<file path="src/rtl/core/drbg_pkg.sv">
// package for the ctr_drbg aes-256 core: types, constants, aes helper functions
// no dependencies
`default_nettype none
package drbg_pkg;

   localparam int MaxReqBytes = 1024;
   localparam int ReqBytesW   = 11;
   localparam int ReqDataW    = 512;
   localparam int RspDataW    = 136;

   typedef enum logic [0:0] {
      REQ_INSTANTIATE = 1'b0,
      REQ_GENERATE    = 1'b1
   } req_kind_type;

   typedef enum logic [3:0] {
      ST_IDLE,
      ST_KEXP_START,
      ST_KEXP,
      ST_INST_KEXP,
      ST_GEN_START,
      ST_GEN_RUN,
      ST_GEN_OUT,
      ST_EMPTY_OUT,
      ST_UPD_START,
      ST_UPD_RUN,
      ST_UPD_FINISH
   } state_type;

   typedef struct packed {
      logic clear_state;
      logic load_seed;
      logic clear_seed;
      logic kexp_start;
      logic enc_start;
      logic gen_capture;
      logic upd_capture;
      logic upd_commit;
      logic load_count;
      logic out_load;
      logic out_empty;
   } cmd_type;

   typedef struct packed {
      logic kexp_done;
      logic enc_done;
      logic count_zero;
      logic last_block;
      logic upd_last;
      logic out_full;
   } status_type;

   function automatic logic [7:0] sbox(input logic [7:0] x);
      logic [7:0] t [256];
      t = '{
      8'h63,8'h7c,8'h77,8'h7b,8'hf2,8'h6b,8'h6f,8'hc5,8'h30,8'h01,8'h67,8'h2b,8'hfe,8'hd7,8'hab,8'h76,
      8'hca,8'h82,8'hc9,8'h7d,8'hfa,8'h59,8'h47,8'hf0,8'had,8'hd4,8'ha2,8'haf,8'h9c,8'ha4,8'h72,8'hc0,
      8'hb7,8'hfd,8'h93,8'h26,8'h36,8'h3f,8'hf7,8'hcc,8'h34,8'ha5,8'he5,8'hf1,8'h71,8'hd8,8'h31,8'h15,
      8'h04,8'hc7,8'h23,8'hc3,8'h18,8'h96,8'h05,8'h9a,8'h07,8'h12,8'h80,8'he2,8'heb,8'h27,8'hb2,8'h75,
      8'h09,8'h83,8'h2c,8'h1a,8'h1b,8'h6e,8'h5a,8'ha0,8'h52,8'h3b,8'hd6,8'hb3,8'h29,8'he3,8'h2f,8'h84,
      8'h53,8'hd1,8'h00,8'hed,8'h20,8'hfc,8'hb1,8'h5b,8'h6a,8'hcb,8'hbe,8'h39,8'h4a,8'h4c,8'h58,8'hcf,
      8'hd0,8'hef,8'haa,8'hfb,8'h43,8'h4d,8'h33,8'h85,8'h45,8'hf9,8'h02,8'h7f,8'h50,8'h3c,8'h9f,8'ha8,
      8'h51,8'ha3,8'h40,8'h8f,8'h92,8'h9d,8'h38,8'hf5,8'hbc,8'hb6,8'hda,8'h21,8'h10,8'hff,8'hf3,8'hd2,
      8'hcd,8'h0c,8'h13,8'hec,8'h5f,8'h97,8'h44,8'h17,8'hc4,8'ha7,8'h7e,8'h3d,8'h64,8'h5d,8'h19,8'h73,
      8'h60,8'h81,8'h4f,8'hdc,8'h22,8'h2a,8'h90,8'h88,8'h46,8'hee,8'hb8,8'h14,8'hde,8'h5e,8'h0b,8'hdb,
      8'he0,8'h32,8'h3a,8'h0a,8'h49,8'h06,8'h24,8'h5c,8'hc2,8'hd3,8'hac,8'h62,8'h91,8'h95,8'he4,8'h79,
      8'he7,8'hc8,8'h37,8'h6d,8'h8d,8'hd5,8'h4e,8'ha9,8'h6c,8'h56,8'hf4,8'hea,8'h65,8'h7a,8'hae,8'h08,
      8'hba,8'h78,8'h25,8'h2e,8'h1c,8'ha6,8'hb4,8'hc6,8'he8,8'hdd,8'h74,8'h1f,8'h4b,8'hbd,8'h8b,8'h8a,
      8'h70,8'h3e,8'hb5,8'h66,8'h48,8'h03,8'hf6,8'h0e,8'h61,8'h35,8'h57,8'hb9,8'h86,8'hc1,8'h1d,8'h9e,
      8'he1,8'hf8,8'h98,8'h11,8'h69,8'hd9,8'h8e,8'h94,8'h9b,8'h1e,8'h87,8'he9,8'hce,8'h55,8'h28,8'hdf,
      8'h8c,8'ha1,8'h89,8'h0d,8'hbf,8'he6,8'h42,8'h68,8'h41,8'h99,8'h2d,8'h0f,8'hb0,8'h54,8'hbb,8'h16};
      return t[x];
   endfunction

   function automatic logic [7:0] xtime(input logic [7:0] x);
      return {x[6:0], 1'b0} ^ (x[7] ? 8'h1b : 8'h00);
   endfunction

   function automatic logic [31:0] sub_word(input logic [31:0] w);
      return {sbox(w[31:24]), sbox(w[23:16]), sbox(w[15:8]), sbox(w[7:0])};
   endfunction

endpackage
`default_nettype wire

</file>
<file path="src/rtl/core/drbg_ctrl.sv">
// controller state machine sequencing instantiate, generate and update
// depends on drbg_pkg
`default_nettype none
module drbg_ctrl (
   input  wire logic                 clock,
   input  wire logic                 reset,
   input  wire logic                 req_valid,
   input  wire logic                 req_kind,
   output logic                      req_ready,
   input  wire drbg_pkg::status_type status,
   output drbg_pkg::cmd_type         cmd
);
   import drbg_pkg::*;

   state_type state_ff, state_in;

   always_ff @(posedge clock) begin
      if (reset) state_ff <= ST_KEXP_START;
      else       state_ff <= state_in;
   end

   always_comb begin
      state_in  = state_ff;
      cmd       = '0;
      req_ready = 1'b0;
      unique case (state_ff)
         ST_IDLE: begin
            req_ready = !status.out_full;
            if (req_valid && !status.out_full) begin
               cmd.load_count = 1'b1;
               if (req_kind == REQ_INSTANTIATE) begin
                  cmd.clear_state = 1'b1;
                  cmd.load_seed   = 1'b1;
                  cmd.kexp_start  = 1'b1;
                  state_in        = ST_INST_KEXP;
               end else begin
                  cmd.clear_seed = 1'b1;
                  state_in       = ST_GEN_START;
               end
            end
         end
         ST_KEXP_START: begin
            cmd.kexp_start = 1'b1;
            state_in       = ST_KEXP;
         end
         ST_KEXP: begin
            if (status.kexp_done) state_in = ST_IDLE;
         end
         ST_INST_KEXP: begin
            if (status.kexp_done) state_in = ST_UPD_START;
         end
         ST_GEN_START: begin
            if (status.count_zero) begin
               state_in = ST_EMPTY_OUT;
            end else begin
               cmd.enc_start = 1'b1;
               state_in      = ST_GEN_RUN;
            end
         end
         ST_GEN_RUN: begin
            if (status.enc_done) state_in = ST_GEN_OUT;
         end
         ST_GEN_OUT: begin
            if (!status.out_full) begin
               cmd.gen_capture = 1'b1;
               cmd.out_load    = 1'b1;
               if (status.last_block) state_in = ST_UPD_START;
               else                   state_in = ST_GEN_START;
            end
         end
         ST_EMPTY_OUT: begin
            if (!status.out_full) begin
               cmd.out_empty = 1'b1;
               cmd.out_load  = 1'b1;
               state_in      = ST_UPD_START;
            end
         end
         ST_UPD_START: begin
            cmd.enc_start = 1'b1;
            state_in      = ST_UPD_RUN;
         end
         ST_UPD_RUN: begin
            if (status.enc_done) begin
               cmd.upd_capture = 1'b1;
               if (status.upd_last) state_in = ST_UPD_FINISH;
               else                 state_in = ST_UPD_START;
            end
         end
         ST_UPD_FINISH: begin
            cmd.upd_commit = 1'b1;
            cmd.kexp_start = 1'b1;
            state_in       = ST_KEXP;
         end
         default: state_in = ST_IDLE;
      endcase
   end
endmodule
`default_nettype wire

</file>
<file path="config.mk">
export PLATFORM = sky130hd
export DESIGN_NAME = drbg_ctrl
export DESIGN_NICKNAME = d
export VERILOG_FILES = /design/src/rtl/core/drbg_pkg.sv /design/src/rtl/core/drbg_ctrl.sv
export SDC_FILE = /design/constraint.sdc
export NUM_CORES = 1
export LEC_CHECK = 0
export ABC_AREA = 1
export BUFFER_PORTS_ARGS = -buffer_cell sky130_fd_sc_hd__buf_2
export CORE_AREA = 2 2 39 41
export CTS_CLUSTER_DIAMETER = 40
export DETAILED_ROUTE_END_ITERATION = 10
export DIE_AREA = 0 0 41 43
export PLACE_DENSITY = 0.74
export SETUP_SLACK_MARGIN = 0.4
export SLEW_MARGIN = 15
export SYNTH_ARGS = -nofsm -noshare
export SYNTH_HDL_FRONTEND = slang
export SYNTH_SLANG_ARGS = --single-unit
</file>
<file path="constraint.sdc">
create_clock -name clock -period 3.2 [get_ports clock]
set_clock_uncertainty 0.15 [all_clocks]
set_input_delay 0.48 -clock clock [delete_from_list [all_inputs] [get_ports clock]]
set_output_delay 0.48 -clock clock [all_outputs]
set_load 0.01 [all_outputs]
</file>
# Word-level counts from Yosys, hierarchy flattened
# Cells that the tools add are included.
[classes]
n_eq_ne = 17
muxes = 31
reduce_logical = 5
[op_table]
columns = ["operator", "count"]
rows = [
  ["one-hot mux 4 bit (10 select lines)", 1],
  ["two-way mux 4 bit", 9],
  ["== test 4 x 3 -> 1 bit (second input constant)", 4],
  ["inequality test 2 bit (second input constant)", 7],
  ["== test 4 bit (second input constant)", 3],
  ["two-way mux 1 bit", 12],
  ["== test 4 x 2 -> 1 bit (second input constant)", 2],
  ["two-way mux 2 bit", 4],
  ["AND reduction 7 bit", 1],
  ["two-way mux 3 bit", 2],
  ["one-hot mux 1 bit (2 select lines)", 3],
  ["== test 4 x 1 -> 1 bit (second input constant)", 1],
  ["zero test 4 bit", 1],
  ["OR reduction 2 bit", 1],
  ["logical AND 1 bit", 1],
  ["zero test 1 bit", 1],
]
[totals]
reg_bits = 4
in_bits = 10
output_inout_bits = 12
wordCells = 54

# Longest topological paths before layout
# Gate-level depths: netlist (run 1).
[logic_depth]
depth_word = 4
depth_mapped = 8

# Least setup slack after synthesis (run 1)
# OpenSTA, ideal clock, no wires.
[synth_timing]
path_kind = "flip-flop to output port"
from = "reg state_ff[1]"
to = "out cmd[7] (netlist bit)"
arrival_ps = 1129
required_time_ps = 2570
setup_slack_ps = 1441
stages_incl_launch_ff = 5
n_path_buf = 0
cell_sequence = "dfxtp_1 > nor2_2 > nand3b_1 > nor2_1 > or2_2"
[synth_lines]
columns = ["item", "line", "rtl"]
rows = [
  ["from (decl)", "drbg_ctrl.sv:15", "state_type state_ff, state_in;"],
  ["from (signal assigned)", "drbg_ctrl.sv:19", "else state_ff <= state_in;"],
  ["to (decl)", "drbg_ctrl.sv:11", "output drbg_pkg::cmd_type cmd"],
]

==> results of run 1 <==
-- report_power, final --
group	internal (mW)	switching, mW	total, mW
clock	0.0418	0.0182	0.0599
sequential	0.0712	0.0359	0.107
combinational	0.120	0.206	0.326
total	0.233	0.260	0.493
-- layout make-up --
type                    count  area [um2]
multi-input cells          67         325
repair buffers             21         105
flip-flops and latches      4        80.1
inverters                  11        41.3
well taps                  16        20.0
fillers                   156         790
clock buffers               3        22.5
-- cell usage after synthesis (all sizes together) --
cell	n
a21oi	5
buf	1
clkinv	1
dfxtp	4
inv	10
nand2	27
nand3	8
nand3b	1
nor2	20
nor3	1
o21ai	4
or2	1
-- cells by family after synthesis --
| group | after synthesis |
|---|---|
| DFF | 4 |
| buffers and inverters | 12 |
| and+or+nand+nor | 58 |
| AOI/OAI and AO/OA | 9 |
-- stage by stage --
stage	hold WS, ps	total power, mW	cells	worst slack [ps]
after floorplan	350	0.355	83	1440
after global placement	371	0.428	119	1330
after detailed placement	382	0.436	119	1310
after CTS	286	0.500	122	1100
after global routing	294	0.550	122	1040
final	297	0.493	122	1090
-- routing by layer --
| layer | part of all wire (%) | up-vias | global-route usage (%) |
|---|---|---|---|
| met3 | 2.8 | 0 | 4.71 |
| met1 | 46 | 250 | 18.1 |
| li1 | - | 306 | - |
| met5 | 0 | - | 0 |
| met2 | 51 | 7 | 22.2 |
| met4 | 0 | 0 | 4.00 |
-- critical path, stage by stage, from the launching register on --
cell      delay [ps]
dfxtp_1          490
nor2_2           130
nand3b_1         150
nor2_1            70
or2_2            260
buf_2            140
-- worst max path at each step --
stage             end  cells after the start
2_1_floorplan  cmd[7]                      4
3_5_place_dp   cmd[7]                      6
4_1_cts        cmd[7]                      5
3_3_place_gp   cmd[7]                      6
5_1_grt        cmd[7]                      5
6_report       cmd[7]                      5
==> flow_metrics.tcl, run 1 <==
set metrics [dict create \
    largest_reg_flops 4 \
    syn_area_um2 454 \
    stdcell_area_um2 594 \
    setup_tns_ps 0 \
    syn_inst 83 \
    crit_fanout 7 \
    reg2reg_depth 7 \
    fin_crit_sh_pct 65.9 \
    rrSetupSlack_ps 1740 \
    antenna_cells 0 \
    synth_fa_ha_area_share_pct 0 \
    cts_tree "done" \
    mostFrequentLayoutCells "22 x nand2_1, 21 x buf_2, 13 x nor2_1, 8 x inv_1, 7 x nand3_1" \
    tightest_slew_ps 310 \
    synth_top_area_share_pct 18.2 \
    reg2reg_from "state_ff[1]" \
    power_density_nw_per_um2 829 \
    routabilityCongestion 0.743 \
    crit_type "flip-flop to output pin" \
    die_y_um 43 \
    drt_iter0_drc 7 \
    slew_headroom_pct 79.3 \
    peakVddDrop_mv 0.470 \
    synth.avg_cell_area_um2 5.47 \
    cts.htree.levels 1 \
    maxCapViolCount 0 \
    yosysWarnings 0 \
    clk_pin_slew_worst_paths_ps 40 \
    synth-xor-area-share_pct 0 \
    ys_seq_elements 4 \
    top_register "state_ff" \
    io_pins 22 \
    post-cts-setup-buffers 0 \
    final_util_pct 42.9 \
    syn_nets 93 \
    cts_made_buffers 3 \
    die_area_um2 1760 \
    grt_max_degree 8 \
    cts_root_buf "clkbuf_4" \
    synth_top_family_by_area "simple AND/OR/NAND/NOR gates" \
    synth_compound_area_share_pct 9.92 \
    cts-resized-gates 0 \
    dpl.hpwl_um 942 \
    antenna_found_initial 0 \
    via_per_inst 4.61 \
    drt_pass1_iterations 4 \
    grt_pass1_wl_mm 1.75 \
    crit_required_ps 2570 \
    yosys.area_share.simple_pct 61.7 \
    die_w_um 41 \
    max_freq_mhz 474 \
    syn_to_final_growth_pct 30.9 \
    rsz0062_at_grt "no" \
    grt_usage_pct 14.3 \
    muxShareOfSynthArea_pct 0 \
    placed_cell_area_um2 572 \
    crit_arrival_ps 1480 \
    num_vias 563 \
    yosysSeqAreaShare_pct 17.6 \
    core_um2 1380 \
    final_common_cell "nand2_1" \
    status "finished, final reports clean" \
    drv_slew 0 \
    clock_path_buffers 2 \
    r2r-end "state_ff[0]" \
    route.detailed.drc 0 \
    grt_pass1_vias 471 \
    startpoint "state_ff[1]" \
    initial_core_util_pct 32.8 \
    detail_route.wl_per_cell_um 8.90 \
    cp-end-kind "output pin" \
    numClockSinks 4 \
    hold_class "primary input to flip-flop" \
    post-route-min-period_ps 2110 \
    drive_above_1_share_pct 37.7 \
    hold_start "reset" \
    hold_end "state_ff[2]" \
    p_leak_nw 0.341 \
    finalSetupViolCount 0 \
    synth_area_leaders "nand2_1 18%, dfxtp_1 18%, nor2_1 11%" \
    hold_depth 2 \
    io_buffers 21 \
    postRouteAntennaNets 0 \
    yosysUniqueCellTypes 18 \
    wl_mm 1.09 \
    grt_overflow 0 \
    hold_viol 0 \
    synth.largest_area_cell "nand2_1" \
    clk_latency_ps 230 \
    startpoint_type "flip-flop" \
    cts_hold_buffers 0 \
    nNetsFinal 118 \
    reg.largest.list "state_ff x4" \
    rows 14 \
]
(Power assumes the default switching activity.)
==> run 2: changes to the inputs <==
ABC_AREA = 0   (was 1)
clock period = 2 ns   (was 3.2 ns; I/O delays follow)
==> run 2 against run 1 <==
The run now ends with setup timing left. Largest power group unchanged. Combinational power grew to 2.9 times the previous value. Critical path type unchanged. Largest cell class unchanged. First-iteration DRC count grew to 4.4 times the previous value. Critical endpoint unchanged. Sequential cell count stayed put.
==> flow_metrics.tcl, run 2 <==
set metrics [dict create \
    status "complete, but fails checks" \
    violations "setup timing" \
    slew_headroom_pct 72.7 \
    grt_overflow 0 \
    finalSetupViolCount 7 \
    hold_viol 0 \
    synth_most_common_cell "nand2b_1" \
    clk_latency_ps 240 \
    grt_usage_pct 19.5 \
    yosysWarnings 0 \
    syn_area_um2 449 \
    route.detailed.drc 0 \
    crit_fanout 3 \
    cts_hold_buffers 0 \
    die_y_um 43 \
    synth_edf_count 0 \
    peakVddDrop_mv 0.576 \
    p_leak_nw 0.396 \
    fin_crit_sh_pct 107 \
    post-route-min-period_ps 2140 \
    grt_pass1_vias 554 \
    synth.largest_area_cell "dfxtp_1" \
    crit_required_ps 1550 \
    core_um2 1380 \
    detail_route.wl_per_cell_um 13.6 \
    slowest_delay_ps 550 \
    p_sw_mw 0.514 \
    grt_max_degree 14 \
    wl_met2_um 786 \
    syn_to_final_growth_pct 84.7 \
    grt_pass1_wl_mm 2.31 \
    synth_top_area_share_pct 17.8 \
    crit_arrival_ps 1690 \
    nNetsFinal 113 \
    top_register "state_ff" \
    setup_tns_ps -428 \
    post-place-ws_ps 102 \
    syn_nets 73 \
    wl_mm 1.59 \
    drv_slew 0 \
    synthTopCellsByCount "8 x nand2b_1, 5 x nor3_1, 4 x a21oi_1, 4 x dfxtp_1, 4 x inv_1" \
    clock_path_buffers 2 \
    postRouteAntennaNets 0 \
    synth_flop_cell "dfxtp_1" \
    cts_made_buffers 3 \
    final_cells 117 \
    final_common_cell "buf_2" \
    via_per_inst 5.38 \
    largest_reg_flops 4 \
    fin_ws_ps -138 \
    die_area_um2 1760 \
    antenna_cells 0 \
    syn_inst 63 \
    wl_met1_um 670 \
    whs_ps 303 \
    ys_seq_elements 4 \
    crit_type "flip-flop to output pin" \
    clk_pin_slew_worst_paths_ps 40 \
    critPathSlowestCell "or4_4" \
    num_vias 629 \
    drive_above_1_share_pct 62.4 \
    rows 14 \
    yosysUniqueCellTypes 33 \
    synth.avg_cell_area_um2 7.13 \
    max_freq_mhz 468 \
    die_w_um 41 \
    postSynth.asyncResetShare_pct 0 \
    startpoint_type "flip-flop" \
    numClockSinks 4 \
    comb_power_share_pct 79.2 \
    initial_core_util_pct 32.5 \
    cp_top_family "simple AND/OR/NAND/NOR gates" \
    cts_root_buf "clkbuf_4" \
    final_util_pct 59.9 \
    mostFrequentLayoutCells "22 x buf_2, 12 x buf_4, 6 x buf_6" \
    dpl.hpwl_um 856 \
    io_pins 22 \
    drt_pass1_iterations 4 \
    p_sw_share_pct 43.3 \
    top_layer "met4" \
    rsz0062_at_grt "yes" \
    dp_cells 99 \
    tightest_slew_ps 405 \
    routabilityCongestion 0.869 \
    critical_path_buf_inv_count 1 \
    cts_tree "done" \
    reg.largest.list "state_ff x4" \
    crit_chain "or4_4 > nor3b_4 > and2b_2 > a21o_1 > buf_2" \
    drt_iter0_drc 31 \
    hold_class "primary input to flip-flop" \
    power_density_nw_per_um2 1430 \
    seqPwrFrac_pct 12.1 \
    yosysSeqAreaShare_pct 17.8 \
    cts.htree.levels 1 \
    met3_length_um 106 \
    clkPwrFrac_pct 8.7 \
    cp-end-kind "output pin" \
    antenna_found_initial 0 \
    intPower_mw 0.672 \
    synth_area_leaders "dfxtp_1 18%, nand2b_1 11%, nor3_1 5.6%" \
    maxCapViolCount 0 \
    io_buffers 21 \
]
==> run 2: changes by cell type after synthesis, moves of 4 or more <==
| cell | delta |
|---|---|
| nand2b_1 | +8 |
| nor3_1 | +4 |
| nor2_1 | -10 |
| nand3_1 | -6 |
| nand2_2 | -4 |
| inv_1 | -4 |
| nand2_1 | -21 |
| nor2_2 | -6 |
==> run 2: worst paths after layout <==
| path | startpoint | to | slack (ps) | depth (start not counted) |
|---|---|---|---|---|
| max | state_ff[1] | cmd[7] | -140 | 5 |
| min | reset | state_ff[2] | 300 | 3 |
| max reg2reg | state_ff[1] | state_ff[0] | -60 | 7 |
| min reg2reg | state_ff[0] | state_ff[0] | 550 | 2 |
==> run 2: logic make-up (layout without fill, tap and decap cells) <==
group / count (synthesis) / count (layout) / synth area share, %
xor+xnor: 1 / 1 / 1.95
compound gates: 20 / 20 / 30.4
simple gates: 28 / 28 / 38.7
mux: 1 / 1 / 2.23
flops: 4 / 4 / 17.8
buf+inv: 9 / 47 / 8.91
==> run 2: metal layers <==
metal / vias up / global-route usage, %
li1: 302 / -
met1: 295 / 20.8
met2: 28 / 31.9
met3: 4 / 3.66
met4: 0 / 13.3
met5: - / 0
==> run 2: power by group through the flow <==
stage	logic, mW	registers (mW)	clock network (mW)
2_1_floorplan	0.403	0.141	0
5_1_grt	1.01	0.146	0.108
3_3_place_gp	0.554	0.131	0
4_1_cts	0.812	0.139	0.102
3_5_place_dp	0.560	0.133	0
6_report	0.939	0.144	0.103
==> run 2: layout make-up <==
cell class | instances | area, um2
Multi-Input combinational cell | 50 | 420
Fill cell | 132 | 554
Inverter | 4 | 15.0
Clock buffer | 3 | 22.5
Timing Repair Buffer | 40 | 268
Sequential cell | 4 | 83.8
Tap cell | 16 | 20.0
==> run 2: per-stage QoR <==
stage | power, mW | area [um2]
after global routing | 1.26 | 830
after floorplan | 0.544 | 457
after detailed placement | 0.693 | 587
after global placement | 0.685 | 587
after CTS | 1.05 | 763
final | 1.19 | 830
==> run 2: repair_timing <==
item,in CTS,in global routing
cloned,1,0
pin swaps,3,5
buffers inserted,12,2
gates resized for setup,17,11
setup endpoints to repair,14,15
==> run 2: worst min-delay path, delay by kind of cell <==
family	cells	cell delay (ps)
muxes	1	70
buffers and inverters	1	150
and+or+nand+nor	1	120
